===== src/rtl/core/fcfd_pkg.sv =====
// ----------------------------------------------------------------------------
// fcfd_pkg
// Shared types and constants for the front-coded field decoder: command
// format between front and back, result format and prefix digit decoding.
// ----------------------------------------------------------------------------
package fcfd_pkg;

  // Character constants
  localparam logic [7:0] SEP_RESET  = 8'h23;  // '#'
  localparam logic [7:0] NEWLINE    = 8'h0A;
  localparam logic [7:0] CH_ZERO    = 8'h30;
  localparam logic [7:0] CH_NINE    = 8'h39;
  localparam logic [7:0] CH_UPPER_A = 8'h41;
  localparam logic [7:0] CH_UPPER_Z = 8'h5A;
  localparam logic [7:0] CH_LOWER_A = 8'h61;
  localparam logic [7:0] CH_LOWER_Z = 8'h7A;

  // Counter ceilings
  localparam logic [7:0] FIELD_IDX_MAX = 8'd255;
  localparam logic [5:0] CHAR_IDX_MAX  = 6'd63;

  // Queue depths
  localparam int QUEUE_DEPTH = 4;
  localparam int OBUF_DEPTH  = 3;

  typedef enum logic [1:0] {
    CMD_BYTE,
    CMD_COPY,
    CMD_STAT
  } cmd_kind_t;

  typedef enum logic [1:0] {
    ST_OK         = 2'd0,
    ST_NO_NEWLINE = 2'd1,
    ST_VERSION    = 2'd2,
    ST_BAD_PREFIX = 2'd3
  } status_t;

  // Work handed from front to back
  typedef struct packed {
    cmd_kind_t  kind;
    logic [7:0] data;     // byte to emit
    logic       wr_en;    // also save the byte in the field store
    logic [5:0] fidx;     // field number for store access
    logic [5:0] pos;      // byte position for a store write
    logic [5:0] cnt;      // bytes to copy
    status_t    status;
  } cmd_t;

  // One result item
  typedef struct packed {
    logic [7:0] data;
    logic       byte_valid;
    status_t    status;
    logic       last;
  } result_t;

  typedef struct packed {
    logic       ok;
    logic [5:0] val;
  } digit_t;

  // Map a prefix character to its value
  function automatic digit_t digit_decode(input logic [7:0] c);
    digit_t d;
    d.ok  = 1'b1;
    d.val = '0;
    if (c inside {[CH_ZERO:CH_NINE]}) begin
      d.val = 6'(c - CH_ZERO);
    end else if (c inside {[CH_UPPER_A:CH_UPPER_Z]}) begin
      d.val = 6'(c - CH_UPPER_A + 8'd10);
    end else if (c inside {[CH_LOWER_A:CH_LOWER_Z]}) begin
      d.val = 6'(c - CH_LOWER_A + 8'd36);
    end else begin
      d.ok = 1'b0;
    end
    return d;
  endfunction

endpackage


===== src/rtl/core/front_coded_field_decoder.sv =====
// Result path: an accepted item passes through the command queue, the result stage
//   register and the output buffer before it shows at out_*.
// Throughput: one item per cycle; a prefix of value d takes d field-store reads in the
//   back end (one per cycle while the output buffer has room), and input stalls once the
//   four-entry command queue fills.
// Reset: synchronous, active low; clears counters, queues, halt flag; separator back to '#'.
// ----------------------------------------------------------------------------
// front_coded_field_decoder
// Front-coded line stream expander: front end classifies bytes and checks
// prefixes, back end emits bytes and replays copied prefixes.
// ----------------------------------------------------------------------------
module front_coded_field_decoder #(
  parameter int MAX_FIELDS    = 8,
  parameter int MAX_FIELD_LEN = 32
) (
  input  logic       clk,
  input  logic       rst_n,
  // configuration: separator byte
  input  logic       cfg_valid,
  output logic       cfg_ready,
  input  logic [7:0] cfg_data,
  // input stream
  input  logic       in_tvalid,
  output logic       in_tready,
  input  logic [7:0] in_tdata,   // [7:0] in_byte
  input  logic [0:0] in_tuser,   // [0] end_of_input
  // result stream
  output logic       out_tvalid,
  input  logic       out_tready,
  output logic [7:0] out_tdata,  // [7:0] out_byte
  output logic [2:0] out_tuser,  // [0] byte_valid, [2:1] status
  output logic       out_tlast   // last
);

  logic               cmd_push;
  fcfd_pkg::cmd_t     cmd_in;
  fcfd_pkg::cmd_t     cmd_head;
  logic               q_valid;
  logic               q_full;
  logic               q_pop;
  logic [$clog2(fcfd_pkg::QUEUE_DEPTH+1)-1:0] q_count;
  fcfd_pkg::result_t  res;

  fcfd_front #(
    .MAX_FIELDS    (MAX_FIELDS),
    .MAX_FIELD_LEN (MAX_FIELD_LEN)
  ) u_front (
    .clk       (clk),
    .rst_n     (rst_n),
    .cfg_valid (cfg_valid),
    .cfg_ready (cfg_ready),
    .cfg_data  (cfg_data),
    .in_valid  (in_tvalid),
    .in_ready  (in_tready),
    .in_byte   (in_tdata),
    .in_eoi    (in_tuser[0]),
    .q_full    (q_full),
    .cmd_push  (cmd_push),
    .cmd       (cmd_in)
  );

  fcfd_fifo #(
    .T     (fcfd_pkg::cmd_t),
    .DEPTH (fcfd_pkg::QUEUE_DEPTH)
  ) u_cmdq (
    .clk   (clk),
    .rst_n (rst_n),
    .push  (cmd_push),
    .din   (cmd_in),
    .pop   (q_pop),
    .dout  (cmd_head),
    .valid (q_valid),
    .full  (q_full),
    .count (q_count)
  );

  fcfd_back #(
    .MAX_FIELDS    (MAX_FIELDS),
    .MAX_FIELD_LEN (MAX_FIELD_LEN)
  ) u_back (
    .clk       (clk),
    .rst_n     (rst_n),
    .q_valid   (q_valid),
    .q_cmd     (cmd_head),
    .q_pop     (q_pop),
    .out_valid (out_tvalid),
    .out_ready (out_tready),
    .out_res   (res)
  );

  // Unpack the result
  assign out_tdata = res.data;
  assign out_tuser = {res.status, res.byte_valid};
  assign out_tlast = res.last;

  // Queue level is not needed beyond the full flag
  logic unused_count;
  assign unused_count = ^q_count;

endmodule


===== src/rtl/core/fcfd_fifo.sv =====
// ----------------------------------------------------------------------------
// fcfd_fifo
// Small register queue with occupancy count; push and pop may happen in the same cycle.
// ----------------------------------------------------------------------------
module fcfd_fifo #(
  parameter type T     = logic [7:0],
  parameter int  DEPTH = 4
) (
  input  logic                       clk,
  input  logic                       rst_n,
  input  logic                       push,
  input  T                           din,
  input  logic                       pop,
  output T                           dout,
  output logic                       valid,
  output logic                       full,
  output logic [$clog2(DEPTH+1)-1:0] count
);

  localparam int PW = (DEPTH > 1) ? $clog2(DEPTH) : 1;
  localparam int CW = $clog2(DEPTH + 1);

  T                mem_r [DEPTH];
  logic [PW-1:0]   wp_r, wp_nxt;
  logic [PW-1:0]   rp_r, rp_nxt;
  logic [CW-1:0]   cnt_r, cnt_nxt;

  // Advance pointers with wrap
  always_comb begin
    wp_nxt  = wp_r;
    rp_nxt  = rp_r;
    cnt_nxt = cnt_r;
    if (push) begin
      wp_nxt = (wp_r == PW'(DEPTH - 1)) ? '0 : wp_r + PW'(1);
    end
    if (pop) begin
      rp_nxt = (rp_r == PW'(DEPTH - 1)) ? '0 : rp_r + PW'(1);
    end
    case ({push, pop})
      2'b10:   cnt_nxt = cnt_r + CW'(1);
      2'b01:   cnt_nxt = cnt_r - CW'(1);
      default: cnt_nxt = cnt_r;
    endcase
  end

  always_ff @(posedge clk) begin
    if (!rst_n) begin
      wp_r  <= '0;
      rp_r  <= '0;
      cnt_r <= '0;
    end else begin
      wp_r  <= wp_nxt;
      rp_r  <= rp_nxt;
      cnt_r <= cnt_nxt;
    end
  end

  // Hold entries
  always_ff @(posedge clk) begin
    if (push) begin
      mem_r[wp_r] <= din;
    end
  end

  assign dout  = mem_r[rp_r];
  assign valid = (cnt_r != '0);
  assign full  = (cnt_r == CW'(DEPTH));
  assign count = cnt_r;

endmodule


===== src/rtl/core/fcfd_front.sv =====
// ----------------------------------------------------------------------------
// fcfd_front
// Accepts input items, tracks line and field position, checks prefixes
// against saved field lengths and issues commands to the back end.
// ----------------------------------------------------------------------------
module fcfd_front #(
  parameter int MAX_FIELDS    = 8,
  parameter int MAX_FIELD_LEN = 32
) (
  input  logic              clk,
  input  logic              rst_n,
  input  logic              cfg_valid,
  output logic              cfg_ready,
  input  logic [7:0]        cfg_data,
  input  logic              in_valid,
  output logic              in_ready,
  input  logic [7:0]        in_byte,
  input  logic              in_eoi,
  input  logic              q_full,
  output logic              cmd_push,
  output fcfd_pkg::cmd_t    cmd
);

  localparam int FIW = (MAX_FIELDS > 1) ? $clog2(MAX_FIELDS) : 1;

  logic [7:0] sep_r;
  logic [7:0] pfc_r, pfc_nxt;
  logic [7:0] fi_r, fi_nxt;
  logic [5:0] ci_r, ci_nxt;
  logic       exp_r, exp_nxt;
  logic       halted_r, halted_nxt;
  logic [5:0] len_r [MAX_FIELDS];

  logic              accept;
  logic              save_len;
  logic              fi_in_range;
  logic [7:0]        fi_inc;
  fcfd_pkg::digit_t  dig;

  assign in_ready    = !q_full;
  assign cfg_ready   = 1'b1;
  assign accept      = in_valid && in_ready;
  assign fi_in_range = (fi_r < 8'(MAX_FIELDS));
  assign fi_inc      = (fi_r == fcfd_pkg::FIELD_IDX_MAX) ? fi_r : fi_r + 8'd1;
  assign dig         = fcfd_pkg::digit_decode(in_byte);

  // Classify the item and build its command
  always_comb begin
    pfc_nxt    = pfc_r;
    fi_nxt     = fi_r;
    ci_nxt     = ci_r;
    exp_nxt    = exp_r;
    halted_nxt = halted_r;
    save_len   = 1'b0;
    cmd_push   = 1'b0;
    cmd        = '0;
    cmd.kind   = fcfd_pkg::CMD_BYTE;
    cmd.status = fcfd_pkg::ST_OK;
    cmd.fidx   = fi_r[5:0];
    cmd.pos    = ci_r;
    if (accept && !halted_r) begin
      if (in_eoi) begin
        cmd_push = 1'b1;
        cmd.kind = fcfd_pkg::CMD_STAT;
        if (fi_r != '0 || ci_r != '0) begin
          cmd.status = fcfd_pkg::ST_NO_NEWLINE;
          halted_nxt = 1'b1;
        end
      end else if (exp_r) begin
        if (dig.ok && dig.val == '0) begin
          // zero prefix: nothing to copy
          exp_nxt = 1'b0;
        end else if (!fi_in_range ||
                     (dig.ok && {1'b0, dig.val} > 7'(MAX_FIELD_LEN))) begin
          cmd_push   = 1'b1;
          cmd.kind   = fcfd_pkg::CMD_STAT;
          cmd.status = fcfd_pkg::ST_VERSION;
          halted_nxt = 1'b1;
        end else if (!dig.ok || dig.val > len_r[fi_r[FIW-1:0]]) begin
          cmd_push   = 1'b1;
          cmd.kind   = fcfd_pkg::CMD_STAT;
          cmd.status = fcfd_pkg::ST_BAD_PREFIX;
          halted_nxt = 1'b1;
        end else begin
          cmd_push = 1'b1;
          cmd.kind = fcfd_pkg::CMD_COPY;
          cmd.cnt  = dig.val;
          ci_nxt   = dig.val;
          exp_nxt  = 1'b0;
        end
      end else if (in_byte == sep_r) begin
        save_len = 1'b1;
        cmd_push = 1'b1;
        cmd.data = sep_r;
        fi_nxt   = fi_inc;
        ci_nxt   = '0;
        exp_nxt  = (fi_inc < pfc_r);
      end else if (in_byte == fcfd_pkg::NEWLINE) begin
        save_len = 1'b1;
        cmd_push = 1'b1;
        cmd.data = fcfd_pkg::NEWLINE;
        pfc_nxt  = fi_inc;
        fi_nxt   = '0;
        ci_nxt   = '0;
        exp_nxt  = 1'b1;
      end else begin
        cmd_push  = 1'b1;
        cmd.data  = in_byte;
        cmd.wr_en = fi_in_range && (ci_r < 6'(MAX_FIELD_LEN));
        ci_nxt    = (ci_r == fcfd_pkg::CHAR_IDX_MAX) ? ci_r : ci_r + 6'd1;
      end
    end
  end

  // Hold position state
  always_ff @(posedge clk) begin
    if (!rst_n) begin
      sep_r    <= fcfd_pkg::SEP_RESET;
      pfc_r    <= '0;
      fi_r     <= '0;
      ci_r     <= '0;
      exp_r    <= 1'b0;
      halted_r <= 1'b0;
    end else begin
      if (cfg_valid && cfg_ready) begin
        sep_r <= cfg_data;
      end
      pfc_r    <= pfc_nxt;
      fi_r     <= fi_nxt;
      ci_r     <= ci_nxt;
      exp_r    <= exp_nxt;
      halted_r <= halted_nxt;
    end
  end

  // Save the finished field's length
  always_ff @(posedge clk) begin
    if (save_len && fi_in_range) begin
      len_r[fi_r[FIW-1:0]] <= ci_r;
    end
  end

endmodule


===== src/rtl/core/fcfd_back.sv =====
// ----------------------------------------------------------------------------
// fcfd_back
// Executes commands: emits literal and status results, saves field bytes and replays
// prefix copies from the field store one byte per cycle while the output buffer has room.
// ----------------------------------------------------------------------------
module fcfd_back #(
  parameter int MAX_FIELDS    = 8,
  parameter int MAX_FIELD_LEN = 32
) (
  input  logic                clk,
  input  logic                rst_n,
  input  logic                q_valid,
  input  fcfd_pkg::cmd_t      q_cmd,
  output logic                q_pop,
  output logic                out_valid,
  input  logic                out_ready,
  output fcfd_pkg::result_t   out_res
);

  localparam int MEM_DEPTH = MAX_FIELDS * MAX_FIELD_LEN;
  localparam int AW        = (MEM_DEPTH > 1) ? $clog2(MEM_DEPTH) : 1;
  localparam int OCW       = $clog2(fcfd_pkg::OBUF_DEPTH + 1);

  logic [7:0]         store_r [MEM_DEPTH];
  logic [7:0]         rdata_r;
  logic [5:0]         j_r, j_nxt;
  logic               b_v_r;
  logic               b_mem_r;
  fcfd_pkg::result_t  b_res_r;

  fcfd_pkg::result_t  res;
  fcfd_pkg::result_t  obuf_din;
  logic               from_mem;
  logic               wr;
  logic               issue;
  logic               copy_last;
  logic [AW-1:0]      wr_addr;
  logic [AW-1:0]      rd_addr;
  logic [OCW-1:0]     obuf_count;
  logic               obuf_full;

  // Issue only while the output buffer has room for in-flight results
  assign issue = q_valid &&
                 ((3'(obuf_count) + 3'(b_v_r)) < 3'(fcfd_pkg::OBUF_DEPTH));
  assign copy_last = (j_r == q_cmd.cnt - 6'd1);
  assign wr_addr = AW'(32'(q_cmd.fidx) * MAX_FIELD_LEN + 32'(q_cmd.pos));
  assign rd_addr = AW'(32'(q_cmd.fidx) * MAX_FIELD_LEN + 32'(j_r));

  // Decode the head command
  always_comb begin
    q_pop          = 1'b0;
    from_mem       = 1'b0;
    wr             = 1'b0;
    j_nxt          = j_r;
    res            = '0;
    res.status     = fcfd_pkg::ST_OK;
    case (q_cmd.kind)
      fcfd_pkg::CMD_BYTE: begin
        res.data       = q_cmd.data;
        res.byte_valid = 1'b1;
        res.last       = 1'b1;
        wr             = q_cmd.wr_en;
        q_pop          = issue;
      end
      fcfd_pkg::CMD_STAT: begin
        res.status = q_cmd.status;
        res.last   = 1'b1;
        q_pop      = issue;
      end
      fcfd_pkg::CMD_COPY: begin
        from_mem       = 1'b1;
        res.byte_valid = 1'b1;
        res.last       = copy_last;
        if (issue) begin
          if (copy_last) begin
            q_pop = 1'b1;
            j_nxt = '0;
          end else begin
            j_nxt = j_r + 6'd1;
          end
        end
      end
      default: begin
        q_pop = issue;
      end
    endcase
  end

  // Field store: write literals, read copy bytes
  always_ff @(posedge clk) begin
    if (issue && wr) begin
      store_r[wr_addr] <= q_cmd.data;
    end
    if (issue && from_mem) begin
      rdata_r <= store_r[rd_addr];
    end
  end

  // Result stage payload
  always_ff @(posedge clk) begin
    if (issue) begin
      b_res_r <= res;
      b_mem_r <= from_mem;
    end
  end

  always_ff @(posedge clk) begin
    if (!rst_n) begin
      b_v_r <= 1'b0;
      j_r   <= '0;
    end else begin
      b_v_r <= issue;
      j_r   <= j_nxt;
    end
  end

  // Merge read data into the staged result
  always_comb begin
    obuf_din = b_res_r;
    if (b_mem_r) begin
      obuf_din.data = rdata_r;
    end
  end

  fcfd_fifo #(
    .T     (fcfd_pkg::result_t),
    .DEPTH (fcfd_pkg::OBUF_DEPTH)
  ) u_obuf (
    .clk   (clk),
    .rst_n (rst_n),
    .push  (b_v_r),
    .din   (obuf_din),
    .pop   (out_valid && out_ready),
    .dout  (out_res),
    .valid (out_valid),
    .full  (obuf_full),
    .count (obuf_count)
  );

  // Buffer never fills beyond credit; full only when all slots are used
  logic unused_full;
  assign unused_full = obuf_full;

endmodule


===== config.mk =====
export PLATFORM = sky130hd
export DESIGN_NAME = front_coded_field_decoder
export DESIGN_NICKNAME = d
export VERILOG_FILES = /design/src/rtl/core/fcfd_pkg.sv /design/src/rtl/core/front_coded_field_decoder.sv /design/src/rtl/core/fcfd_fifo.sv /design/src/rtl/core/fcfd_front.sv /design/src/rtl/core/fcfd_back.sv
export SDC_FILE = /design/constraint.sdc
export NUM_CORES = 2
export LEC_CHECK = 0
export BUFFER_PORTS_ARGS = -buffer_cell sky130_fd_sc_hd__buf_2
export CAP_MARGIN = 20
export CORE_ASPECT_RATIO = 1.4
export CORE_MARGIN = 5
export CORE_UTILIZATION = 35
export DETAILED_ROUTE_END_ITERATION = 7
export GPL_TIMING_DRIVEN = 0
export PLACE_DENSITY_LB_ADDON = 0.15
export SYNTH_ARGS = -nofsm -noshare
export SYNTH_HDL_FRONTEND = slang
export SYNTH_SLANG_ARGS = --single-unit

===== constraint.sdc =====
create_clock -name clk -period 5.1 [get_ports clk]
set_input_delay 0.255 -clock clk [delete_from_list [all_inputs] [get_ports clk]]
set_output_delay 0.255 -clock clk [all_outputs]
set_load 0.05 [all_outputs]

==> flow_summary.yaml <==
run_status:
  outcome: "finished clean"
floorplanning:
  start_util_pct: 35.1
  die_w_um: 441
  io_pins: 37
  die_h_um: 613
  dieArea_um2: 270000
  rows: 221
  core_um2: 259000
sta:
  setup_tns_ps: 0
  fmaxAchievable_mhz: 198
  relSlewSlack_pct: 26.0
  worstMarginPinSlew_ps: 1110
  slew_viol_final: 0
  period_needed_ps: 5060
  hold_viol: 0
  post-route-period-util_pct: 99.3
  rsz0062_at_grt: "true"
  setup_viol: 0
  fin_hold_ws_ps: 118
  finClkSkew_ps: 59.7
drt:
  first_pass_iters: 5
  antenna_left: 0
  wl_per_cell_um: 33.1
  viasPerCell: 5.31
  drt_wl_total_um: 269000
  vias: 43100
  drt_iter0_drc: 3470
  drc: 0
final_layout:
  layout_common_cells: "2265 x edfxtp_1, 712 x mux4_2, 229 x clkbuf_16"
  layout_commonest_cell: "edfxtp_1"
  utilization_pct: 40.8
  area_growth_pct: 16.1
  drive_above_1_share_pct: 31.5
  fin_nets: 4543
  fin_cells: 8111
grt:
  grt_max_degree: 88
  gr-usage-all-layers_pct: 19.8
  grt_pass1_vias: 45400
  grt_overflow: 0
  antenna_found_initial: 9
  grt_pass1_wl_um: 372000
synth:
  synth_nets: 4152
  yosys-top-cells-area: "edfxtp_1 75%, mux4_2 18%, nor2_1 1.4%"
  synth_top_flop_cell: "edfxtp_1"
  synth_edf_count: 2265
  yosysTopAreaCell: "edfxtp_1"
  ys_seq_area_share_pct: 76.1
  netlist_instances: 4088
  synth-seq-cells: 2324
  syn_avg_cell_area_um2: 22.2
  yosys_warnings: 0
  synth.cell_area_um2: 90900
  synth_top_area_share_pct: 74.8
  synth.distinct_cells: 71
  synthArstFlopShare_pct: 0
cts:
  h-tree-depth: 4
  clk_pin_slew_ps: 60
  clock_sinks: 2324
  cts_tree: "done"
  clk_path_buf_depth: 4
  cts_setup_buffers: 0
  cts_root_buf: "clkbuf_16"
  cts_buffers: 226
  clk_latency_ps: 870
power_and_ir_drop:
  cellLeakagePower_nw: 31.3
  power.density_nw_per_um2: 486
  ir_worst_vdd_mv: 0.555
  total_power_w: 0.0513
critical_path:
  ff2ff_path_depth: 7
  setup.worst_path.end_class: "flip-flop"
  critPathMaxFanout: 10
  cp.required_ps: 5670
  start_kind: "flip-flop"
  worstSetupPathType: "reg2reg"
  worstPathArrival_ps: 5640
hold_path:
  min_path_type: "in2reg"
  hold_depth: 3
placed_design:
  place_congestion: 0.816
  dp.cells: 7675
  port_buffers: 33
  place_hpwl_um: 190000
flow_run:
  max_cap_violations: 0
==> area by class of cell <==
class / instances / area (um^2)
multi-input cells: 1510 / 21600
repair buffers: 166 / 2470
clock inverters: 97 / 808
fillers: 22900 / 153000
diodes: 17 / 42.5
flip-flops and latches: 2324 / 69200
well taps: 3456 / 4320
plain buffers: 213 / 935
inverters: 38 / 143
clock buffers: 290 / 6020
==> cell usage after synthesis, drive strengths merged, types with 30 or more instances <==
cell / instances
o21ai: 38
nand2: 79
mux4: 720
dfxtp: 59
a21oi: 30
inv: 38
clkbuf: 163
nor2: 337
buf: 53
mux2i: 35
edfxtp: 2265
ha: 41
==> through the flow <==
step	area, um^2	worst slack [ps]
floorplan	90900	578
global placement	95400	-2460
detailed placement	97400	-1180
CTS	105000	-250
global route	106000	-30.1
finish	106000	36.7
==> cell families (layout without fill, tap and decap cells) <==
family          after synthesis  in the layout  synth area share (%)
compound gates              125            125                 0.918
other cells                   1             18               0.00413
xor+xnor                     33             33                 0.318
buf+inv                     254            804                  1.07
mux                         766            766                  18.4
simple gates                543            543                  2.62
flops                      2324           2324                  76.1
fa+ha+maj                    42             42                 0.586
==> flip-flops by register name, indices dropped and copies added (netlist names), 3 cells and up, named ones only <==
name,count
u_front.len_r,48
u_cmdq.mem_r,112
u_back.j_r,6
u_front.ci_r,6
u_back.u_obuf.mem_r,36
u_front.sep_r,8
u_back.rdata_r,8
u_cmdq.count,3
u_back.store_r,2048
u_front.fi_r,8
u_back.b_res_r,12
u_front.pfc_r,8
==> worst paths after layout <==
| check | from | end | slack, ps |
|---|---|---|---|
| max | u_back.j_r[0]$_SDFFE_PN0P_ | u_back.rdata_r[1]$_DFFE_PP_ | 40 |
| min | in_tdata[2] | u_cmdq.mem_r[1][23]$_DFFE_PP_ | 120 |
| max reg2reg | u_back.j_r[0]$_SDFFE_PN0P_ | u_back.rdata_r[1]$_DFFE_PP_ | 40 |
| min reg2reg | u_front.pfc_r[1]$_SDFFE_PN0P_ | u_front.pfc_r[1]$_SDFFE_PN0P_ | 470 |
==> power breakdown <==
part / switching [W] / internal (W) / total [W]
logic: 0.00754 / 0.00386 / 0.0114
clock network: 0.00715 / 0.00892 / 0.0161
registers: 0.000148 / 0.0236 / 0.0238
total: 0.0148 / 0.0364 / 0.0513
==> what timing repair did <==
action,4_1_cts,5_1_grt
gates resized for setup,148,183
endpoints found under the setup margin,2057,1758
hold buffers,24,0
hold endpoints to repair,57,0
==> worst max-delay path, cell delays in order (launching register included) <==
cell and delay, ps:
dfxtp_1 520, clkbuf_2 410, clkbuf_2 530, clkdlybuf4s15_1 800, mux4_2 640, mux4_2 560
mux4_2 630, mux4_2 630
==> routing by layer <==
layer  global-route usage (%)  vias to the layer above  wire [um]
met2                     36.9                     1069     147000
met3                     2.87                      377      11400
li1                         -                    17900          -
met1                     23.2                    23700      99500
met4                     7.00                        0      10700
met5                        0                        -          0
Note: power is estimated with default switching activity, not from simulation.
